<file path="src/design/aocc_pkg.sv">
// shared constants, types and helpers for the accelerometer offset calibration block
`timescale 1ns / 1ps
package aocc_pkg;

  localparam int unsigned CAL_SAMPLES  = 20;
  localparam int unsigned WORD_W       = 16;
  localparam int unsigned SAMPLE_SHIFT = 4;
  localparam int unsigned SAMPLE_W     = WORD_W - SAMPLE_SHIFT;
  localparam int unsigned VAL_W        = 14;
  localparam int unsigned WIDE_W       = VAL_W + 2;
  localparam int unsigned TOT_W        = 20;
  localparam int unsigned G_W          = 13;
  localparam logic [G_W-1:0] G_RESET   = G_W'(1024);
  localparam int unsigned CNT_W        = $clog2(CAL_SAMPLES + 1);
  localparam int unsigned NUM_AXES     = 3;

  // width of the largest magnitude a calibration total can reach
  localparam int unsigned ABS_W        = $clog2(CAL_SAMPLES * (2 ** (SAMPLE_W - 1)) + 1);
  localparam int unsigned QUO_W        = SAMPLE_W;
  localparam int unsigned RECIP_SHIFT  = ABS_W + 1;
  localparam int unsigned RECIP_W      = RECIP_SHIFT + 1;
  localparam int unsigned RECIP        = (2 ** RECIP_SHIFT) / CAL_SAMPLES;
  localparam int unsigned PROD_W       = ABS_W + RECIP_W;

  localparam int unsigned QDEPTH       = 4;
  localparam int unsigned QPTR_W       = $clog2(QDEPTH);
  localparam int unsigned QCNT_W       = $clog2(QDEPTH + 1);

  typedef struct packed {
    logic                                cal;
    logic                                last;
    logic [NUM_AXES-1:0][SAMPLE_W-1:0]   smp;
  } cmd_t;

  typedef struct packed {
    logic [NUM_AXES-1:0][VAL_W-1:0] val;
    logic                           done;
  } res_t;

  typedef enum logic [4:0] {
    ST_RUN   = 5'b00001,
    ST_ABS   = 5'b00010,
    ST_MUL   = 5'b00100,
    ST_FIX   = 5'b01000,
    ST_APPLY = 5'b10000
  } div_state_e;

  localparam logic signed [WIDE_W-1:0] VAL_MIN = -(WIDE_W'(2 ** (VAL_W - 1)));
  localparam logic signed [WIDE_W-1:0] VAL_MAX = WIDE_W'(2 ** (VAL_W - 1) - 1);

  function automatic logic [VAL_W-1:0] sat_val(input logic signed [WIDE_W-1:0] v);
    logic [VAL_W-1:0] r;
    if (v < VAL_MIN) begin
      r = VAL_MIN[VAL_W-1:0];
    end else if (v > VAL_MAX) begin
      r = VAL_MAX[VAL_W-1:0];
    end else begin
      r = v[VAL_W-1:0];
    end
    return r;
  endfunction

endpackage

</file>
<file path="src/design/aocc_front.sv">
// front end: takes input beats, extracts samples and tags calibration beats
`timescale 1ns / 1ps
module aocc_front import aocc_pkg::*; (
  input  logic              clk_i,
  input  logic              rst_ni,
  input  logic              push,
  output logic              full,
  input  logic              opcode_i,
  input  logic [WORD_W-1:0] x_word_i,
  input  logic [WORD_W-1:0] y_word_i,
  input  logic [WORD_W-1:0] z_word_i,
  input  logic              q_full_i,
  output logic              q_wr_o,
  output cmd_t              q_wdata_o
);

  logic             accept;
  logic             last;
  logic [CNT_W-1:0] cnt_d, cnt_q;

  assign full   = q_full_i;
  assign accept = push & ~q_full_i;
  assign last   = opcode_i & (cnt_q == CNT_W'(CAL_SAMPLES - 1));

  always_comb begin
    cnt_d = cnt_q;
    if (accept && opcode_i) begin
      cnt_d = last ? '0 : cnt_q + CNT_W'(1);
    end
  end

  always_ff @(posedge clk_i or negedge rst_ni) begin
    if (!rst_ni) begin
      cnt_q <= '0;
    end else begin
      cnt_q <= cnt_d;
    end
  end

  // arithmetic shift by 4 is just the top 12 bits read as signed
  assign q_wr_o           = accept;
  assign q_wdata_o.cal    = opcode_i;
  assign q_wdata_o.last   = last;
  assign q_wdata_o.smp[0] = x_word_i[WORD_W-1:SAMPLE_SHIFT];
  assign q_wdata_o.smp[1] = y_word_i[WORD_W-1:SAMPLE_SHIFT];
  assign q_wdata_o.smp[2] = z_word_i[WORD_W-1:SAMPLE_SHIFT];

endmodule

</file>
<file path="src/design/aocc_queue.sv">
// short command queue between front and back
`timescale 1ns / 1ps
module aocc_queue import aocc_pkg::*; (
  input  logic clk_i,
  input  logic rst_ni,
  input  logic wr_i,
  input  cmd_t wdata_i,
  output logic full_o,
  input  logic rd_i,
  output cmd_t rdata_o,
  output logic empty_o
);

  cmd_t              mem_q [QDEPTH];
  logic [QPTR_W-1:0] wr_ptr_q, rd_ptr_q;
  logic [QCNT_W-1:0] cnt_q;

  assign full_o  = (cnt_q == QCNT_W'(QDEPTH));
  assign empty_o = (cnt_q == '0);
  assign rdata_o = mem_q[rd_ptr_q];

  always_ff @(posedge clk_i) begin
    if (wr_i) begin
      mem_q[wr_ptr_q] <= wdata_i;
    end
  end

  always_ff @(posedge clk_i or negedge rst_ni) begin
    if (!rst_ni) begin
      wr_ptr_q <= '0;
      rd_ptr_q <= '0;
      cnt_q    <= '0;
    end else begin
      if (wr_i) begin
        wr_ptr_q <= wr_ptr_q + QPTR_W'(1);
      end
      if (rd_i) begin
        rd_ptr_q <= rd_ptr_q + QPTR_W'(1);
      end
      cnt_q <= cnt_q + QCNT_W'(wr_i) - QCNT_W'(rd_i);
    end
  end

  assert property (@(posedge clk_i) disable iff (!rst_ni) cnt_q <= QCNT_W'(QDEPTH))
    else $error("queue count beyond depth");
  assert property (@(posedge clk_i) disable iff (!rst_ni)
    (rd_i && !wr_i) |=> (cnt_q == $past(cnt_q) - QCNT_W'(1)))
    else $error("queue count lost a read");

endmodule

</file>
<file path="src/design/aocc_back.sv">
// back end: offset correction, calibration accumulators, offset divide and result buffer
`timescale 1ns / 1ps
module aocc_back import aocc_pkg::*; (
  input  logic                    clk_i,
  input  logic                    rst_ni,
  input  logic                    cfg_we_i,
  input  logic [G_W-1:0]          cfg_wdata_i,
  input  logic                    q_empty_i,
  input  cmd_t                    q_rdata_i,
  output logic                    q_rd_o,
  output logic                    empty,
  input  logic                    pop,
  output logic signed [VAL_W-1:0] x_value_o,
  output logic signed [VAL_W-1:0] y_value_o,
  output logic signed [VAL_W-1:0] z_value_o,
  output logic                    calibration_done_o
);

  div_state_e state_d, state_q;
  logic [G_W-1:0] g_q;

  logic signed [NUM_AXES-1:0][VAL_W-1:0] off_q;
  logic signed [NUM_AXES-1:0][TOT_W-1:0] tot_q;
  logic signed [NUM_AXES-1:0][TOT_W-1:0] tfin_q;
  logic [NUM_AXES-1:0][ABS_W-1:0]        abs_q;
  logic [NUM_AXES-1:0][ABS_W-1:0]        q0_q;
  logic [NUM_AXES-1:0][QUO_W-1:0]        quo_q;
  logic [NUM_AXES-1:0]                   neg_q;
  logic                                  zpos_q;

  res_t res_buf_q [2];
  logic wr_ptr_q, rd_ptr_q;
  logic [1:0] ob_cnt_q;

  logic issue;
  logic pop_ok;
  res_t res;
  logic signed [NUM_AXES-1:0][TOT_W-1:0] tsum;

  assign pop_ok = pop & ~empty;
  assign issue  = (state_q == ST_RUN) & ~q_empty_i & ((ob_cnt_q != 2'd2) | pop_ok);
  assign q_rd_o = issue;

  // per-beat result and running totals
  always_comb begin
    logic signed [SAMPLE_W-1:0] s;
    logic signed [WIDE_W-1:0]   diff;
    for (int i = 0; i < NUM_AXES; i++) begin
      s       = $signed(q_rdata_i.smp[i]);
      diff    = WIDE_W'(s) - WIDE_W'($signed(off_q[i]));
      tsum[i] = tot_q[i] + TOT_W'(s);
      res.val[i] = q_rdata_i.cal ? VAL_W'(s) : sat_val(diff);
    end
    res.done = q_rdata_i.cal & q_rdata_i.last;
  end

  always_comb begin
    state_d = state_q;
    case (state_q)
      ST_RUN:   if (issue && q_rdata_i.cal && q_rdata_i.last) state_d = ST_ABS;
      ST_ABS:   state_d = ST_MUL;
      ST_MUL:   state_d = ST_FIX;
      ST_FIX:   state_d = ST_APPLY;
      ST_APPLY: state_d = ST_RUN;
      default:  state_d = ST_RUN;
    endcase
  end

  always_ff @(posedge clk_i or negedge rst_ni) begin
    if (!rst_ni) begin
      state_q  <= ST_RUN;
      g_q      <= G_RESET;
      off_q    <= '0;
      tot_q    <= '0;
      wr_ptr_q <= 1'b0;
      rd_ptr_q <= 1'b0;
      ob_cnt_q <= '0;
    end else begin
      state_q <= state_d;
      if (cfg_we_i) begin
        g_q <= cfg_wdata_i;
      end
      if (issue && q_rdata_i.cal) begin
        tot_q <= q_rdata_i.last ? '0 : tsum;
      end
      if (state_q == ST_APPLY) begin
        for (int i = 0; i < NUM_AXES; i++) begin
          logic signed [WIDE_W-1:0] qs;
          qs = neg_q[i] ? -WIDE_W'(quo_q[i]) : WIDE_W'(quo_q[i]);
          if (i == NUM_AXES - 1) begin
            // z carries gravity: remove it in the direction of the total
            qs = zpos_q ? qs - WIDE_W'(g_q) : qs + WIDE_W'(g_q);
          end
          off_q[i] <= sat_val(qs);
        end
      end
      if (issue) begin
        wr_ptr_q <= ~wr_ptr_q;
      end
      if (pop_ok) begin
        rd_ptr_q <= ~rd_ptr_q;
      end
      ob_cnt_q <= ob_cnt_q + 2'(issue) - 2'(pop_ok);
    end
  end

  // result buffer writes, and the divide by the sample count: reciprocal multiply, then one correction step
  always_ff @(posedge clk_i) begin
    if (issue) begin
      res_buf_q[wr_ptr_q] <= res;
    end
    if (issue && res.done) begin
      tfin_q <= tsum;
    end
    if (state_q == ST_ABS) begin
      for (int i = 0; i < NUM_AXES; i++) begin
        neg_q[i] <= tfin_q[i][TOT_W-1];
        abs_q[i] <= tfin_q[i][TOT_W-1] ? ABS_W'(-tfin_q[i]) : ABS_W'(tfin_q[i]);
      end
      zpos_q <= ~tfin_q[NUM_AXES-1][TOT_W-1] & (tfin_q[NUM_AXES-1] != '0);
    end
    if (state_q == ST_MUL) begin
      for (int i = 0; i < NUM_AXES; i++) begin
        logic [PROD_W-1:0] prod;
        prod    = PROD_W'(abs_q[i]) * PROD_W'(RECIP);
        q0_q[i] <= prod[RECIP_SHIFT +: ABS_W];
      end
    end
    if (state_q == ST_FIX) begin
      for (int i = 0; i < NUM_AXES; i++) begin
        logic [ABS_W-1:0] rem;
        logic [ABS_W-1:0] quo;
        rem      = abs_q[i] - ABS_W'(q0_q[i] * ABS_W'(CAL_SAMPLES));
        quo      = q0_q[i] + ABS_W'(rem >= ABS_W'(CAL_SAMPLES));
        quo_q[i] <= quo[QUO_W-1:0];
      end
    end
  end

  assign empty              = (ob_cnt_q == '0);
  assign x_value_o          = res_buf_q[rd_ptr_q].val[0];
  assign y_value_o          = res_buf_q[rd_ptr_q].val[1];
  assign z_value_o          = res_buf_q[rd_ptr_q].val[2];
  assign calibration_done_o = res_buf_q[rd_ptr_q].done;

  assert property (@(posedge clk_i) disable iff (!rst_ni)
    (state_q != ST_APPLY) |=> $stable(off_q))
    else $error("offsets changed outside the apply step");
  assert property (@(posedge clk_i) disable iff (!rst_ni)
    (state_q != ST_RUN) |-> !q_rd_o)
    else $error("command taken while offset divide busy");
  assert property (@(posedge clk_i) disable iff (!rst_ni) ob_cnt_q <= 2'd2)
    else $error("result buffer overflow");
  assert property (@(posedge clk_i) disable iff (!rst_ni)
    (issue && res.done) |=> (state_q == ST_ABS && tot_q == '0))
    else $error("calibration end did not start the divide");

endmodule

</file>
<file path="src/design/accel_offset_calibrate_correct.sv">
// top level of the accelerometer offset calibration and correction block
// path: an accepted beat is written into the queue, then into the result buffer
// when the back end takes it, and stays on the result ports until it is popped
// throughput: one beat per cycle unless the queue or result buffer is full;
// a calibration end pauses the back end for the divide: abs, multiply, fix, apply
// reset: asynchronous, active low; clears offsets, totals, count and queues and
// sets the one-g value to 1024
`timescale 1ns / 1ps
module accel_offset_calibrate_correct import aocc_pkg::*; (
  input  logic                    clk_i,
  input  logic                    rst_ni,
  input  logic                    push,
  output logic                    full,
  input  logic                    opcode_i,
  input  logic [WORD_W-1:0]       x_word_i,
  input  logic [WORD_W-1:0]       y_word_i,
  input  logic [WORD_W-1:0]       z_word_i,
  output logic                    empty,
  input  logic                    pop,
  output logic signed [VAL_W-1:0] x_value_o,
  output logic signed [VAL_W-1:0] y_value_o,
  output logic signed [VAL_W-1:0] z_value_o,
  output logic                    calibration_done_o,
  input  logic                    cfg_we_i,
  input  logic [G_W-1:0]          cfg_wdata_i
);

  logic q_wr, q_full, q_rd, q_empty;
  cmd_t q_wdata, q_rdata;

  aocc_front u_front (
    .clk_i     (clk_i),
    .rst_ni    (rst_ni),
    .push      (push),
    .full      (full),
    .opcode_i  (opcode_i),
    .x_word_i  (x_word_i),
    .y_word_i  (y_word_i),
    .z_word_i  (z_word_i),
    .q_full_i  (q_full),
    .q_wr_o    (q_wr),
    .q_wdata_o (q_wdata)
  );

  aocc_queue u_queue (
    .clk_i   (clk_i),
    .rst_ni  (rst_ni),
    .wr_i    (q_wr),
    .wdata_i (q_wdata),
    .full_o  (q_full),
    .rd_i    (q_rd),
    .rdata_o (q_rdata),
    .empty_o (q_empty)
  );

  aocc_back u_back (
    .clk_i              (clk_i),
    .rst_ni             (rst_ni),
    .cfg_we_i           (cfg_we_i),
    .cfg_wdata_i        (cfg_wdata_i),
    .q_empty_i          (q_empty),
    .q_rdata_i          (q_rdata),
    .q_rd_o             (q_rd),
    .empty              (empty),
    .pop                (pop),
    .x_value_o          (x_value_o),
    .y_value_o          (y_value_o),
    .z_value_o          (z_value_o),
    .calibration_done_o (calibration_done_o)
  );

endmodule

</file>
<file path="config.mk">
export PLATFORM = sky130hd
export DESIGN_NAME = accel_offset_calibrate_correct
export DESIGN_NICKNAME = d
export VERILOG_FILES = /design/src/design/aocc_pkg.sv /design/src/design/aocc_front.sv /design/src/design/aocc_queue.sv /design/src/design/aocc_back.sv /design/src/design/accel_offset_calibrate_correct.sv
export SDC_FILE = /design/constraint.sdc
export NUM_CORES = 2
export LEC_CHECK = 0
export ABC_AREA = 1
export ABC_CLOCK_PERIOD_IN_PS = 6200
export BUFFER_PORTS_ARGS = -buffer_cell sky130_fd_sc_hd__clkbuf_2
export CAP_MARGIN = 0
export CORE_ASPECT_RATIO = 0.6
export CORE_UTILIZATION = 29
export DETAILED_ROUTE_END_ITERATION = 8
export GPL_TIMING_DRIVEN = 0
export PLACE_DENSITY = 0.57
export REMOVE_ABC_BUFFERS = 1
export SLEW_MARGIN = 20
export SYNTH_ARGS = -nofsm -noshare
export SYNTH_HDL_FRONTEND = slang
export SYNTH_SLANG_ARGS = --single-unit
</file>
<file path="constraint.sdc">
create_clock -name clk_i -period 6.2 [get_ports clk_i]
set_input_delay 0.31 -clock clk_i [delete_from_list [all_inputs] [get_ports clk_i]]
set_output_delay 0.31 -clock clk_i [all_outputs]
set_load 0.02 [all_outputs]
</file>
==> results.md <==
* Timing startpoint of the critical path: u_back.abs_q[11]
* CTS tree: built
* Count of unresolved DRC violations after routing at 13
* Crit path setup slack, layout at around 0.87 ns
* Total of max-cap violations at 0
* Sequential cell area fraction in the yosys report at 0.360
* Drt pass-1 iters at 9
* R2r setup slk at 0.87 ns
* ANT nets after route at 0
* Root buffer cell: clkbuf_16
* Placed wire-length estimate after detailed placement at roughly 86 mm
* Via count of the first global-routing pass at ~33000
* Overall overflow remaining after global route at 0
* Number of gates resized after CTS at 0
* Multiplexer fraction of the synthesized cell area at 0.000766
* Final net count at approximately 6000
* Post-route design area at 49600 um2
* Outcome: finished, violations left
* Number of synthesized flops with an enable pin at around 420
* Endpoint required time on the critical path at 6.55 ns
* Clock Tree Buf Depth at 3
* Post-synthesis simple-gate area fraction at 0.201
* Clock sink count at about 550
* Min Tclk post-route at between 5 and 6 ns
* Fin. max-slew vios at 0
* Clk Latency, worst-skew pair at 0.61 ns
* Port buffer count at 99
* Fraction of layout cells with a size suffix above 1 at 0.0472
* Post-CTS Repair Setup Buffers at 0
* Number of cells traversed by the worst register-to-register path at 15
* Sequential standard cell area at roughly 16000 um2
* Critical path class: reg -> reg
* Violations in the final reports: design-rule violations
* Synthesis-to-layout area growth at 12.4%
* Setup Total Neg Slack at 0 ns
* Post-route clock period utilization at 0.859
* Die height at about 300 um
* GRT Total Usage at 0.143
* RSZ-0062 raised after global routing: no
* Number of design-rule violations left by the first detailed-router iteration at approximately 2700
* Classification of the worst-slack hold path: in -> reg
* Initial antenna violation count at 6
* Arr. time, crit path at 5.68 ns
* Type of element launching the critical path: register
* Number of setup violations in the final report at 0
* Post-route non-filler standard cell count at between 7000 and 8000
* Maximum fanout encountered on the critical timing path at 6
* Maximum level of the CTS H-tree at 2
* Number of storage elements in the synthesis netlist at 552
* Slew at the pin closest to its max-slew limit at roughly 1.1 ns
* Share of synthesized registers carrying an async set or reset at 0.246
* Post-Place Cells at between 7000 and 8000
* Critical path capture point: u_back.q0_q[7]
* Starting utilization of the core area at 0.293
* Post-Synth XOR/XNOR Area at 0.0502
* Die area at 154000 um2
* Primary flip-flop cell chosen by synthesis mapping: edfxtp_1
* First-pass GRT wire length at about 180 mm
* Vias per inst at 4.65
* Routed len/inst at 14.9 um
* Number of buffers added to fix hold violations after cts at around 50
* Clock skew at ~0.033 ns
* Dominant combinational cell family by area after synthesis: adder cells
* Final RePlAce weighted congestion at between 0.8 and 0.9
* Final wirelength at approximately 110 mm
* Register clock-pin slew on the reported worst setup and hold paths at about 0.07 ns
* Average instance area after synthesis at 8.55 um2
* Cell area after synthesis at 44100 um2
* Dpl ws at 0.994 ns
* Adder-Cell Fraction of Synth Area at 0.238
* Pin count of the biggest net entering global routing at 78
* Synthesized-area fraction occupied by ao, oa, aoi and oai cells at 0.0761
* Core area at 150000 um2
* Endpoint class of the critical path: register
* Area occupied by multi-input gates at about 25000 um2
* Boundary Pins at 112
* Die outline width at between 500 and 600 um
* Number of CTS-inserted buffers at 47
* Final Hold Vio Count at 0
* Worst flop-to-flop path startpoint: u_back.abs_q[11]
* YS warnings at 0
* Number of rows created at floorplan at between 100 and 150
* FILL cells at 15600
* Area after DPL at ~47000 um2
* Maximum operating frequency at about 190 MHz
* Endpoint of the most critical register-to-register path: u_back.q0_q[7]
* Number of distinct library cell variants in the gate-level netlist after synthesis at between 40 and 50
* Total via count after detailed routing at around 34000
* Number of cells produced by synthesis at between 5000 and 6000
* Relative slew slack at 0.292
==> final cells by class <==
type                       count  area share
timing repair buffer         188      0.0316
clock inverter                26     0.00560
multi-input combinational   3754       0.505
inverter                     783      0.0594
clock buffer                  62      0.0261
sequential                   552       0.321
tap                         2016      0.0509
antenna                        5    0.000252
==> flip-flops by register name, summed over array words and instances (netlist names), 13 cells and up <==
name	count
u_queue.mem_q	152
u_back.res_buf_q	86
u_back.tot_q	60
u_back.tfin_q	54
u_back.abs_q	48
u_back.off_q	42
u_back.q0_q	36
u_back.quo_q	36
u_back.g_q	13
==> stage by stage <==
stage	util	hold slack (ns)
after global placement	0.311	0.449
after floorplan	-	0.0144
after detailed placement	0.316	0.358
after CTS	0.330	0.0504
after global routing	0.330	0.0929
final	0.330	0.0802
==> Yosys cell counts, types with 3 or more instances <==
cell type | n | area share
nand2_1 | 1367 | 0.12
inv_1 | 776 | 0.066
ha_1 | 543 | 0.15
edfxtp_1 | 416 | 0.28
nor2_1 | 354 | 0.030
a21oi_1 | 256 | 0.029
nand3_1 | 243 | 0.028
o21ai_0 | 220 | 0.025
fa_1 | 185 | 0.084
xor2_1 | 160 | 0.032
dfrtp_1 | 134 | 0.076
xnor2_1 | 93 | 0.018
nand4_1 | 59 | 0.0084
clkbuf_1 | 49 | 0.0042
nor3_1 | 47 | 0.0053
o22ai_1 | 34 | 0.0048
and2_1 | 23 | 0.0033
nand3b_1 | 21 | 0.0036
a21o_1 | 20 | 0.0034
nor4_1 | 20 | 0.0028
a31oi_1 | 18 | 0.0026
buf_2 | 18 | 0.0020
o21bai_1 | 17 | 0.0029
o21a_1 | 15 | 0.0026
o21ai_1 | 13 | 0.0015
or2_2 | 12 | 0.0017
a21boi_0 | 8 | 0.0014
a32oi_1 | 7 | 0.0014
inv_2 | 5 | 0.00043
o31ai_1 | 4 | 0.00068
buf_1 | 3 | 0.00026
mux2_2 | 3 | 0.00077
==> worst min-delay path by stage <==
stage,end,start,cells past startpoint,slack [ns]
finish,u_back.rd_ptr_q,pop,4,0.08
floorplan,u_back.g_q[0],rst_ni,0,0.01
global placement,u_back.state_q[4],u_back.state_q[2],1,0.45
global route,u_back.rd_ptr_q,pop,4,0.09
detailed placement,u_back.g_q[7],rst_ni,1,0.36
CTS,u_back.rd_ptr_q,pop,4,0.05
==> kinds of logic after synthesis <==
kind of cell / after synthesis
mux: 3
fa+ha+maj: 728
xor+xnor: 253
compound gates: 616
buf+inv: 855
simple gates: 2154
flops: 552
==> worst max-delay path, cell delays in order, from the launching register on <==
cell and delay, ns:
edfxtp_1 0.65, ha_1 0.45, inv_1 0.07, fa_1 0.47, inv_1 0.05, fa_1 0.52, fa_1 0.52, fa_1 0.50
ha_1 0.40, nand2_1 0.15, nor4_1 0.79, nand2_1 0.11, nand2_1 0.17, nand2_1 0.09, nand3_1 0.07, nand2_1 0.06
==> cell usage in the layout, fill, tap and decap left out, types with 6 or more instances in the layout <==
master	instances
nand2_1	1366
inv_1	775
ha_1	543
edfxtp_1	416
nor2_1	347
a21oi_1	256
nand3_1	243
o21ai_0	220
fa_1	185
xor2_1	160
dfrtp_1	131
clkbuf_2	98
xnor2_1	93
nand4_1	59
dlygate4sd3_1	51
clkbuf_16	48
nor3_1	47
o22ai_1	34
and2_1	23
nand3b_1	21
a21o_1	20
a31oi_1	18
o21bai_1	17
nor4_1	17
o21a_1	15
o21ai_1	13
buf_2	13
or2_2	12
clkbuf_1	10
buf_16	9
buf_12	9
a21boi_0	8
nor2_4	8
a32oi_1	7
clkinv_1	7
clkinv_2	7
buf_4	6
==> routing by layer <==
metal | global-route usage | routed length, um | part of all wire | vias to the layer above
li1 | - | - | - | 17300
met2 | 0.205 | 43200 | 0.39 | 791
met3 | 0.0238 | 6740 | 0.061 | 83
met4 | 0.0131 | 840 | 0.0077 | 2
met5 | 0 | 13 | 0.00012 | -
met1 | 0.227 | 59000 | 0.54 | 16200
Power is left out: the tool's default activity adds up to more than one toggle a clock period on the data nets, which glitch-free logic cannot reach.
